### src/rtl/lpc_pkg.sv
// ----------------------------------------------------------------------------
// lpc_pkg
// Shared types, codes and constants of the LED pattern controller.
// ----------------------------------------------------------------------------
`default_nettype none

package lpc_pkg;

  // Number of user LEDs driven by the block (1 to 3)
  localparam int NUM_USER_LEDS = 3;

  // Field widths
  localparam int REQ_W     = 2;
  localparam int NOW_W     = 32;
  localparam int LINK_ST_W = 3;
  localparam int IDX_W     = 2;
  localparam int MODE_W    = 3;
  localparam int PERIOD_W  = 32;
  localparam int CFG_W     = 16;
  localparam int RGB_W     = 3;
  localparam int USER_W    = 3;
  localparam int SEL_W     = 4;
  localparam int PHASE_W   = 10;

  // Request types
  localparam logic [REQ_W-1:0] REQ_TICK = 2'd0;
  localparam logic [REQ_W-1:0] REQ_LINK = 2'd1;
  localparam logic [REQ_W-1:0] REQ_USER = 2'd2;

  // Link states
  localparam logic [LINK_ST_W-1:0] LINK_INIT    = 3'd0;
  localparam logic [LINK_ST_W-1:0] LINK_PREOP   = 3'd1;
  localparam logic [LINK_ST_W-1:0] LINK_OPER    = 3'd2;
  localparam logic [LINK_ST_W-1:0] LINK_STOPPED = 3'd3;

  // Colours, bit0 red, bit1 green, bit2 blue
  localparam logic [RGB_W-1:0] COL_WHITE = 3'h7;
  localparam logic [RGB_W-1:0] COL_BLUE  = 3'h4;
  localparam logic [RGB_W-1:0] COL_RED   = 3'h1;

  // User LED modes
  localparam logic [MODE_W-1:0] MODE_OFF       = 3'd0;
  localparam logic [MODE_W-1:0] MODE_SOLID     = 3'd1;
  localparam logic [MODE_W-1:0] MODE_BLINK     = 3'd2;
  localparam logic [MODE_W-1:0] MODE_HEARTBEAT = 3'd3;
  localparam logic [MODE_W-1:0] MODE_ONE_SHOT  = 3'd4;

  // Reset value of the link blink period in ms
  localparam logic [CFG_W-1:0] LINK_PERIOD_RST = 16'd500;

  // Heartbeat: 1000 ms cycle, lit below 100 ms and between 200 and 300 ms
  localparam logic [PHASE_W-1:0] HB_CYCLE_MS = 10'd1000;
  localparam logic [PHASE_W-1:0] HB_ON1_END  = 10'd100;
  localparam logic [PHASE_W-1:0] HB_ON2_BEG  = 10'd200;
  localparam logic [PHASE_W-1:0] HB_ON2_END  = 10'd300;

  // floor(n / 1000) = (n * DIV_RECIP) >> DIV_SHIFT, exact for any 32-bit n
  localparam logic [NOW_W-1:0] DIV_RECIP = 32'd2199023256;
  localparam int               DIV_SHIFT = 41;

  // One request as taken from the input channel
  typedef struct packed {
    logic [REQ_W-1:0]     req_type;
    logic [NOW_W-1:0]     now_ms;
    logic [LINK_ST_W-1:0] link_state;
    logic [IDX_W-1:0]     led_num;
    logic [MODE_W-1:0]    led_mode;
    logic [PERIOD_W-1:0]  interval_ms;
  } item_t;

  // Heartbeat pattern for a phase within the 1000 ms cycle
  function automatic logic hb_lit(input logic [PHASE_W-1:0] phase);
    hb_lit = (phase < HB_ON1_END) || ((phase > HB_ON2_BEG) && (phase < HB_ON2_END));
  endfunction

endpackage

`default_nettype wire

### src/rtl/lpc_in_stage.sv
// ----------------------------------------------------------------------------
// lpc_in_stage
// Input register and millisecond-phase stage: captures each request and
// works out now_ms mod 1000 through a reciprocal multiply.
// ----------------------------------------------------------------------------
`default_nettype none

module lpc_in_stage (
  input  wire logic                          clk,
  input  wire logic                          rst_n,
  input  wire logic                          in_valid,
  output logic                               in_ready,
  input  wire lpc_pkg::item_t                in_item,
  input  wire logic                          s2_take,
  output logic                               s2_valid,
  output lpc_pkg::item_t                     s2_item,
  output logic [lpc_pkg::PHASE_W-1:0]        s2_phase
);

  logic                           s1_vld_r;
  lpc_pkg::item_t                 s1_item_r;
  logic                           s2_vld_r;
  lpc_pkg::item_t                 s2_item_r;
  logic [lpc_pkg::PHASE_W-1:0]    q_lo_r;
  logic                           s2_free;
  logic                           s1_adv;
  logic [2*lpc_pkg::NOW_W-1:0]    prod;
  logic [2*lpc_pkg::PHASE_W-1:0]  q_mul;

  // advance when the next stage frees up
  assign s2_free  = !s2_vld_r || s2_take;
  assign s1_adv   = s1_vld_r && s2_free;
  assign in_ready = !s1_vld_r || s1_adv;

  // quotient by 1000; only its low bits matter for the phase
  assign prod = 64'(s1_item_r.now_ms) * 64'(lpc_pkg::DIV_RECIP);

  // valid flags
  always_ff @(posedge clk) begin
    if (!rst_n) begin
      s1_vld_r <= 1'b0;
      s2_vld_r <= 1'b0;
    end else begin
      if (in_ready) begin
        s1_vld_r <= in_valid;
      end
      if (s2_free) begin
        s2_vld_r <= s1_vld_r;
      end
    end
  end

  // payload registers
  always_ff @(posedge clk) begin
    if (in_valid && in_ready) begin
      s1_item_r <= in_item;
    end
    if (s1_adv) begin
      s2_item_r <= s1_item_r;
      q_lo_r    <= prod[lpc_pkg::DIV_SHIFT +: lpc_pkg::PHASE_W];
    end
  end

  // phase = now - 1000 * q, which always fits in ten bits
  assign q_mul    = 20'(q_lo_r) * 20'(lpc_pkg::HB_CYCLE_MS);
  assign s2_phase = s2_item_r.now_ms[lpc_pkg::PHASE_W-1:0] - q_mul[lpc_pkg::PHASE_W-1:0];
  assign s2_valid = s2_vld_r;
  assign s2_item  = s2_item_r;

endmodule

`default_nettype wire

### src/rtl/lpc_link.sv
// ----------------------------------------------------------------------------
// lpc_link
// Link-status RGB LED: state-to-colour mapping, blink timing and the
// blink period register.
// ----------------------------------------------------------------------------
`default_nettype none

module lpc_link (
  input  wire logic                         clk,
  input  wire logic                         rst_n,
  input  wire logic                         cfg_we,
  input  wire logic [lpc_pkg::CFG_W-1:0]    cfg_wdata,
  input  wire logic                         step,
  input  wire lpc_pkg::item_t               item,
  output logic [lpc_pkg::RGB_W-1:0]         rgb_nxt
);

  logic [lpc_pkg::CFG_W-1:0]     period_r;
  logic [lpc_pkg::LINK_ST_W-1:0] state_r,  state_nxt;
  logic                          blink_r,  blink_nxt;
  logic [lpc_pkg::RGB_W-1:0]     colour_r, colour_nxt;
  logic [lpc_pkg::NOW_W-1:0]     toggle_r, toggle_nxt;
  logic                          lit_r,    lit_nxt;
  logic [lpc_pkg::NOW_W-1:0]     elapsed;

  assign elapsed = item.now_ms - toggle_r;

  // next link state for the request in hand
  always_comb begin
    state_nxt  = state_r;
    blink_nxt  = blink_r;
    colour_nxt = colour_r;
    toggle_nxt = toggle_r;
    lit_nxt    = lit_r;
    if (item.req_type == lpc_pkg::REQ_TICK) begin
      if (blink_r && (elapsed >= 32'(period_r))) begin
        toggle_nxt = item.now_ms;
        lit_nxt    = !lit_r;
      end
    end else if (item.req_type == lpc_pkg::REQ_LINK && item.link_state != state_r) begin
      state_nxt = item.link_state;
      unique case (item.link_state)
        lpc_pkg::LINK_INIT: begin
          blink_nxt  = 1'b0;
          colour_nxt = lpc_pkg::COL_WHITE;
        end
        lpc_pkg::LINK_PREOP: begin
          blink_nxt  = 1'b1;
          colour_nxt = lpc_pkg::COL_BLUE;
        end
        lpc_pkg::LINK_OPER: begin
          blink_nxt  = 1'b0;
          colour_nxt = lpc_pkg::COL_BLUE;
        end
        lpc_pkg::LINK_STOPPED: begin
          blink_nxt  = 1'b0;
          colour_nxt = lpc_pkg::COL_RED;
        end
        default: begin
          // unmapped state: keep mode and colour
          blink_nxt  = blink_r;
          colour_nxt = colour_r;
        end
      endcase
      // restart the blink on any state change
      toggle_nxt = '0;
      lit_nxt    = 1'b1;
    end
  end

  assign rgb_nxt = lit_nxt ? colour_nxt : '0;

  // link state registers
  always_ff @(posedge clk) begin
    if (!rst_n) begin
      period_r <= lpc_pkg::LINK_PERIOD_RST;
      state_r  <= lpc_pkg::LINK_INIT;
      blink_r  <= 1'b0;
      colour_r <= lpc_pkg::COL_WHITE;
      toggle_r <= '0;
      lit_r    <= 1'b1;
    end else begin
      if (cfg_we) begin
        period_r <= cfg_wdata;
      end
      if (step) begin
        state_r  <= state_nxt;
        blink_r  <= blink_nxt;
        colour_r <= colour_nxt;
        toggle_r <= toggle_nxt;
        lit_r    <= lit_nxt;
      end
    end
  end

endmodule

`default_nettype wire

### src/rtl/lpc_user_led.sv
// ----------------------------------------------------------------------------
// lpc_user_led
// One user LED: off, solid, blink, heartbeat and one-shot modes.
// ----------------------------------------------------------------------------
`default_nettype none

module lpc_user_led (
  input  wire logic                          clk,
  input  wire logic                          rst_n,
  input  wire logic                          step,
  input  wire logic                          sel,
  input  wire lpc_pkg::item_t                item,
  input  wire logic [lpc_pkg::PHASE_W-1:0]   phase,
  output logic                               lit_nxt
);

  logic [lpc_pkg::MODE_W-1:0]   mode_r,   mode_nxt;
  logic [lpc_pkg::PERIOD_W-1:0] period_r, period_nxt;
  logic [lpc_pkg::NOW_W-1:0]    toggle_r, toggle_nxt;
  logic [lpc_pkg::NOW_W-1:0]    start_r,  start_nxt;
  logic                         lit_r;
  logic [lpc_pkg::NOW_W-1:0]    start_eff;
  logic [lpc_pkg::NOW_W-1:0]    blink_el;
  logic [lpc_pkg::NOW_W-1:0]    shot_el;

  // a zero start time counts as unset and takes the tick's time
  assign start_eff = (start_r == '0) ? item.now_ms : start_r;
  assign blink_el  = item.now_ms - toggle_r;
  assign shot_el   = item.now_ms - start_eff;

  // next LED state for the request in hand
  always_comb begin
    mode_nxt   = mode_r;
    period_nxt = period_r;
    toggle_nxt = toggle_r;
    start_nxt  = start_r;
    lit_nxt    = lit_r;
    if (item.req_type == lpc_pkg::REQ_TICK) begin
      start_nxt = start_eff;
      unique case (mode_r)
        lpc_pkg::MODE_BLINK: begin
          if (blink_el >= period_r) begin
            toggle_nxt = item.now_ms;
            lit_nxt    = !lit_r;
          end
        end
        lpc_pkg::MODE_HEARTBEAT: begin
          lit_nxt = lpc_pkg::hb_lit(phase);
        end
        lpc_pkg::MODE_ONE_SHOT: begin
          if (shot_el < period_r) begin
            lit_nxt = 1'b1;
          end else if (lit_r) begin
            lit_nxt  = 1'b0;
            mode_nxt = lpc_pkg::MODE_OFF;
          end
        end
        default: begin
          lit_nxt = lit_r;
        end
      endcase
    end else if (sel) begin
      mode_nxt   = item.led_mode;
      period_nxt = item.interval_ms;
      start_nxt  = '0;
      if (item.led_mode == lpc_pkg::MODE_SOLID) begin
        lit_nxt = 1'b1;
      end else if (item.led_mode == lpc_pkg::MODE_OFF) begin
        lit_nxt = 1'b0;
      end
    end
  end

  // LED state registers
  always_ff @(posedge clk) begin
    if (!rst_n) begin
      mode_r   <= lpc_pkg::MODE_OFF;
      period_r <= '0;
      toggle_r <= '0;
      start_r  <= '0;
      lit_r    <= 1'b0;
    end else if (step) begin
      mode_r   <= mode_nxt;
      period_r <= period_nxt;
      toggle_r <= toggle_nxt;
      start_r  <= start_nxt;
      lit_r    <= lit_nxt;
    end
  end

endmodule

`default_nettype wire

### src/rtl/led_pattern_controller_unit.sv
// ----------------------------------------------------------------------------
// led_pattern_controller_unit
// Link-status RGB LED and user LED pattern generator.
// ----------------------------------------------------------------------------
// Each request (tick, link state change or user LED mode change) gives one
// response with the pin levels after the request is applied. Requests pass
// an input register, a stage holding the low bits of the quotient of now_ms
// by 1000 from a 32x32 reciprocal multiply (for the heartbeat phase), and
// then the update of all LED state into the response register. One request
// is taken per cycle while out_ready does not hold the output back. cfg_we
// writes the link blink period at once and should only be used while no
// request is in flight.
// ----------------------------------------------------------------------------
`default_nettype none

module led_pattern_controller_unit (
  input  wire logic                            clk,
  input  wire logic                            rst_n,
  input  wire logic                            cfg_we,
  input  wire logic [lpc_pkg::CFG_W-1:0]       cfg_wdata,
  input  wire logic                            in_valid,
  output logic                                 in_ready,
  input  wire logic [lpc_pkg::REQ_W-1:0]       in_req_type,
  input  wire logic [lpc_pkg::NOW_W-1:0]       in_now_ms,
  input  wire logic [lpc_pkg::LINK_ST_W-1:0]   in_link_state,
  input  wire logic [lpc_pkg::IDX_W-1:0]       in_led_num,
  input  wire logic [lpc_pkg::MODE_W-1:0]      in_led_mode,
  input  wire logic [lpc_pkg::PERIOD_W-1:0]    in_interval_ms,
  output logic                                 out_valid,
  input  wire logic                            out_ready,
  output logic [lpc_pkg::RGB_W-1:0]            out_rgb_pins,
  output logic [lpc_pkg::USER_W-1:0]           out_user_pins
);

  lpc_pkg::item_t                          in_item;
  lpc_pkg::item_t                          s2_item;
  logic                                    s2_valid;
  logic [lpc_pkg::PHASE_W-1:0]             s2_phase;
  logic                                    step;
  logic                                    out_free;
  logic                                    out_vld_r;
  logic [lpc_pkg::RGB_W-1:0]               rgb_r;
  logic [lpc_pkg::USER_W-1:0]              user_r;
  logic [lpc_pkg::RGB_W-1:0]               rgb_nxt;
  logic [lpc_pkg::NUM_USER_LEDS-1:0]       lit_nxt;
  logic [lpc_pkg::USER_W-1:0]              user_nxt;

  // gather the request fields
  assign in_item = '{req_type:    in_req_type,
                     now_ms:      in_now_ms,
                     link_state:  in_link_state,
                     led_num:     in_led_num,
                     led_mode:    in_led_mode,
                     interval_ms: in_interval_ms};

  // apply a request once the response register is free
  assign out_free = !out_vld_r || out_ready;
  assign step     = s2_valid && out_free;

  lpc_in_stage u_in_stage (
    .clk      (clk),
    .rst_n    (rst_n),
    .in_valid (in_valid),
    .in_ready (in_ready),
    .in_item  (in_item),
    .s2_take  (step),
    .s2_valid (s2_valid),
    .s2_item  (s2_item),
    .s2_phase (s2_phase)
  );

  lpc_link u_link (
    .clk       (clk),
    .rst_n     (rst_n),
    .cfg_we    (cfg_we),
    .cfg_wdata (cfg_wdata),
    .step      (step),
    .item      (s2_item),
    .rgb_nxt   (rgb_nxt)
  );

  // one unit per user LED, selected by its number from 1
  for (genvar k = 0; k < lpc_pkg::NUM_USER_LEDS; k++) begin : g_user
    logic sel;

    assign sel = (s2_item.req_type == lpc_pkg::REQ_USER) &&
                 ({{(lpc_pkg::SEL_W - lpc_pkg::IDX_W){1'b0}}, s2_item.led_num} ==
                  lpc_pkg::SEL_W'(k + 1));

    lpc_user_led u_user_led (
      .clk     (clk),
      .rst_n   (rst_n),
      .step    (step),
      .sel     (sel),
      .item    (s2_item),
      .phase   (s2_phase),
      .lit_nxt (lit_nxt[k])
    );
  end

  // map LED lit bits onto the user pins
  for (genvar b = 0; b < lpc_pkg::USER_W; b++) begin : g_pins
    if (b < lpc_pkg::NUM_USER_LEDS) begin : g_drv
      assign user_nxt[b] = lit_nxt[b];
    end else begin : g_zero
      assign user_nxt[b] = 1'b0;
    end
  end

  // response valid
  always_ff @(posedge clk) begin
    if (!rst_n) begin
      out_vld_r <= 1'b0;
    end else if (out_free) begin
      out_vld_r <= s2_valid;
    end
  end

  // response payload
  always_ff @(posedge clk) begin
    if (step) begin
      rgb_r  <= rgb_nxt;
      user_r <= user_nxt;
    end
  end

  assign out_valid     = out_vld_r;
  assign out_rgb_pins  = rgb_r;
  assign out_user_pins = user_r;

endmodule

`default_nettype wire

### config.mk
export PLATFORM = sky130hd
export DESIGN_NAME = led_pattern_controller_unit
export DESIGN_NICKNAME = d
export VERILOG_FILES = /design/src/rtl/lpc_pkg.sv /design/src/rtl/lpc_in_stage.sv /design/src/rtl/lpc_link.sv /design/src/rtl/lpc_user_led.sv /design/src/rtl/led_pattern_controller_unit.sv
export SDC_FILE = /design/constraint.sdc
export NUM_CORES = 2
export LEC_CHECK = 0
export ABC_AREA = 1
export BUFFER_PORTS_ARGS = -buffer_cell sky130_fd_sc_hd__buf_2
export CAP_MARGIN = 10
export CORE_MARGIN = 1
export CORE_UTILIZATION = 59
export CTS_CLUSTER_DIAMETER = 60
export DETAILED_ROUTE_END_ITERATION = 16
export PLACE_DENSITY = 0.76
export SYNTH_ARGS = -nofsm -noshare
export SYNTH_HDL_FRONTEND = slang
export SYNTH_SLANG_ARGS = --single-unit
export TNS_END_PERCENT = 10
### constraint.sdc
create_clock -name clk -period 6.35 [get_ports clk]
set_clock_uncertainty 0.15 [all_clocks]
set_input_delay 0.635 -clock clk [delete_from_list [all_inputs] [get_ports clk]]
set_output_delay 0.635 -clock clk [all_outputs]
set_load 0.02 [all_outputs]
==> reports/qor.yml <==
critical_path:
  cp.required_ns: 6.57
  cp-start-kind: "register"
  reg2reg_slack_ns: 0.06
  crit_arrival_ns: 6.51
  rr_worst_depth: 22
  path_max_fanout: 10
  r2r-start: "u_in_stage.s1_item_r[54]"
  r2r_end: "u_in_stage.q_lo_r[3]"
  critPathCaptureType: "register"
  crit_type: "register to register"
run_status:
  status: "finished, final reports clean"
cts:
  clock_latency_ns: 0.65
  cts.sinks: 520
  cts_root_buf: "clkbuf_16"
  cts_made_buffers: 72
  cts_tree: "yes"
  clk_pin_slew_ns: 0.06
  cts_max_level: 3
  cts_buffer_depth: 3
route:
  finalWirelength_um: 150000
  vias: 42400
  wl_met1_um: 59100
  wl_per_cell_um: 20.0
  dr_wl_met2_um: 72700
  drc: 0
  drtPass1Iterations: 6
  dr_wl_met3_um: 8660
  drtAntennaViolNets: 0
  avgViaCountPerCell: 5.65
  highest_layer: "met4"
  drt-initial-drc-count: 3076
layout:
  drive_gt1_share_pct: 10.6
  final_cell_area_mm2: 0.0546
  fin_nets: 7508
  nFillCells: 6892
  area_growth_pct: 12.6
  fin_util_pct: 67.5
floorplanning:
  die_y_um: 289
  start_util_pct: 59.9
  coreArea_mm2: 0.0809
  die_area_mm2: 0.0834
  pin_count: 103
  rows: 104
  fp.dieW_um: 289
yosys:
  yosysTopAreaCell: "ha_1"
  synth-seq-cells: 520
  yosysMostFrequentCell: "inv_1"
  synth_edf_count: 161
  syn-cell-area_mm2: 0.0485
  synth_nets: 7216
  synthArstFlopShare_pct: 0
  yosys_warnings: 0
  synth_commonest_cells: "inv_1 (1207), nand2_1 (895), ha_1 (740), a21oi_1 (705), o21ai_0 (371)"
  yosysSeqAreaShare_pct: 24.8
  yosys-top-cells-area: "ha_1 (19%), dfxtp_1 (15%), fa_1 (12%)"
  synth_top_area_share_pct: 19.1
  syn_inst: 6092
  synth_cell_type_count: 52
  syn_area_per_cell_um2: 7.96
  synthFlopType: "dfxtp_1"
power_and_ir_drop:
  ir_worst_vdd_mv: 0.979
  leakage_nw: 25.6
  cellPowerDensity_mw_per_mm2: 581
sta:
  fin_ws_ns: 0.0628
  grt_setup_unrepaired: "true"
  finalCriticalPeriod_ns: 6.29
  slew_viol_final: 0
  relSlewSlack_pct: 26.0
  period_share_pct: 99.0
  fmax_mhz: 159
  tightest_slew_ns: 1.11
  finalSetupViolations: 0
  hold_viol_final: 0
global_route:
  first_global_vias: 41900
  grt_max_degree: 113
  track_usage_pct: 36.1
  grt.overflow.total: 0
  antenna_found_initial: 4
  grt_pass1_wl_um: 229000
place:
  place_congestion: 0.981
  portBuffers: 102
  pre_cts_slack_ns: -0.108
  dp_hpwl_um: 122000
  placed_cell_area_mm2: 0.0513
min_path:
  worst_hold_path.endpoint: "u_in_stage.s1_item_r[2]"
  hold_start: "in_interval_ms[2]"
  hold_class: "primary input to register"
  hold_depth: 1
run:
  drv_cap: 0
-- where the power goes --
part / internal, mW / total (mW) / switching [mW]
registers: 3.71 / 3.84 / 0.133
logic: 9.51 / 23.8 / 14.3
clock network: 2.42 / 4.11 / 1.70
total: 15.6 / 31.7 / 16.1
-- how the worst max path moves through the flow --
stage / cells after the start / from / endpoint
CTS: 20 / u_in_stage.s1_item_r[49] / u_in_stage.q_lo_r[3]
finish: 22 / u_in_stage.s1_item_r[54] / u_in_stage.q_lo_r[3]
floorplan: 20 / u_in_stage.s1_item_r[50] / u_in_stage.q_lo_r[3]
global placement: 21 / u_in_stage.s1_item_r[53] / u_in_stage.q_lo_r[0]
global route: 22 / u_in_stage.s1_item_r[63] / u_in_stage.q_lo_r[3]
detailed placement: 20 / u_in_stage.s1_item_r[49] / u_in_stage.q_lo_r[3]
-- worst max-delay path, cell delays in order (launching register included) --
cell       delay [ns]
edfxtp_1         0.38
buf_4            0.22
ha_1             0.36
ha_1             0.23
inv_1            0.09
fa_1             0.48
inv_1            0.06
fa_1             0.54
inv_1            0.06
fa_1             0.46
fa_1             0.50
inv_1            0.05
fa_1             0.47
ha_1             0.31
ha_1             0.33
nand2_1          0.11
nor4_2           0.26
inv_1            0.15
nor4_4           0.33
nand3_1          0.14
a21oi_2          0.16
a2111oi_2        0.06
xor2_1           0.17
-- state kept, by name (all words and copies together) (netlist names), 7 cells and up --
register                    count
u_in_stage.q_lo_r               7
g_user.u_user_led.toggle_r     96
g_user.u_user_led.period_r     96
g_user.u_user_led.start_r      96
u_in_stage.s2_item             74
g_user.u_user_led.mode_r        9
u_link.toggle_r                32
u_link.period_r                16
u_in_stage.s1_item_r           74
-- layout by cell type (no fill, tap or decap), drive strengths merged, types with 49 or more instances in the layout --
cell type / netlist / routed
inv: 1218 / 1226
nand2: 931 / 931
ha: 740 / 740
a21oi: 735 / 735
o21ai: 387 / 387
dfxtp: 359 / 359
nor2: 316 / 316
buf: 12 / 316
fa: 289 / 289
edfxtp: 161 / 161
xor2: 148 / 148
nand3: 141 / 141
nand4: 99 / 99
clkbuf: 111 / 97
xnor2: 85 / 85
or2: 69 / 69
nor3: 58 / 58
nor4: 49 / 49
-- repair_timing --
item	CTS	global route
pin swaps	0	37
hold buffers	25	0
cloned	0	0
gates resized for setup	5	101
setup endpoints to repair	4	15
endpoints found under the hold margin	25	0
buffers inserted	1	29
-- through the flow --
step	power, mW	cells	setup TNS [ns]	hold slack [ns]
global placement	24.3	7315	-0.0679	0.250
floorplan	17.8	6092	0	0.250
finish	31.7	7503	0	0.0223
detailed placement	24.6	7315	-0.244	0.255
CTS	28.9	7473	-0.0178	0.000353
global route	34.5	7503	-0.402	0.00877
-- cell type report --
class                           count  area (µm²)  area share (%)
Clock buffer                       97        2010            3.68
Sequential cell                   520       12000            22.0
Inverter                         1222        4590            8.41
Timing Repair Buffer              341        2440            4.46
Clock inverter                     35         374           0.685
Antenna cell                        1        2.50         0.00458
Multi-Input combinational cell   4227       31900            58.3
Tap cell                         1060        1330            2.43
-- cell families (layout without fill, tap and decap cells) --
family | count (synthesis) | after routing | share of synthesized area [%]
compound gates | 1289 | 1289 | 14.5
xor+xnor | 233 | 233 | 4.21
fa+ha+maj | 1029 | 1029 | 31.0
buf+inv | 1345 | 1695 | 10.5
flops | 520 | 520 | 24.8
other cells | 0 | 1 | 0
simple gates | 1676 | 1676 | 15.0
-- layer usage --
| layer | vias up | global-route usage (%) |
|---|---|---|
| met2 | 1292 | 63.1 |
| met4 | 0 | 20.0 |
| met5 | - | 0 |
| met3 | 383 | 4.28 |
| met1 | 20100 | 43.0 |
| li1 | 20600 | - |
(Power assumes the default switching activity.)
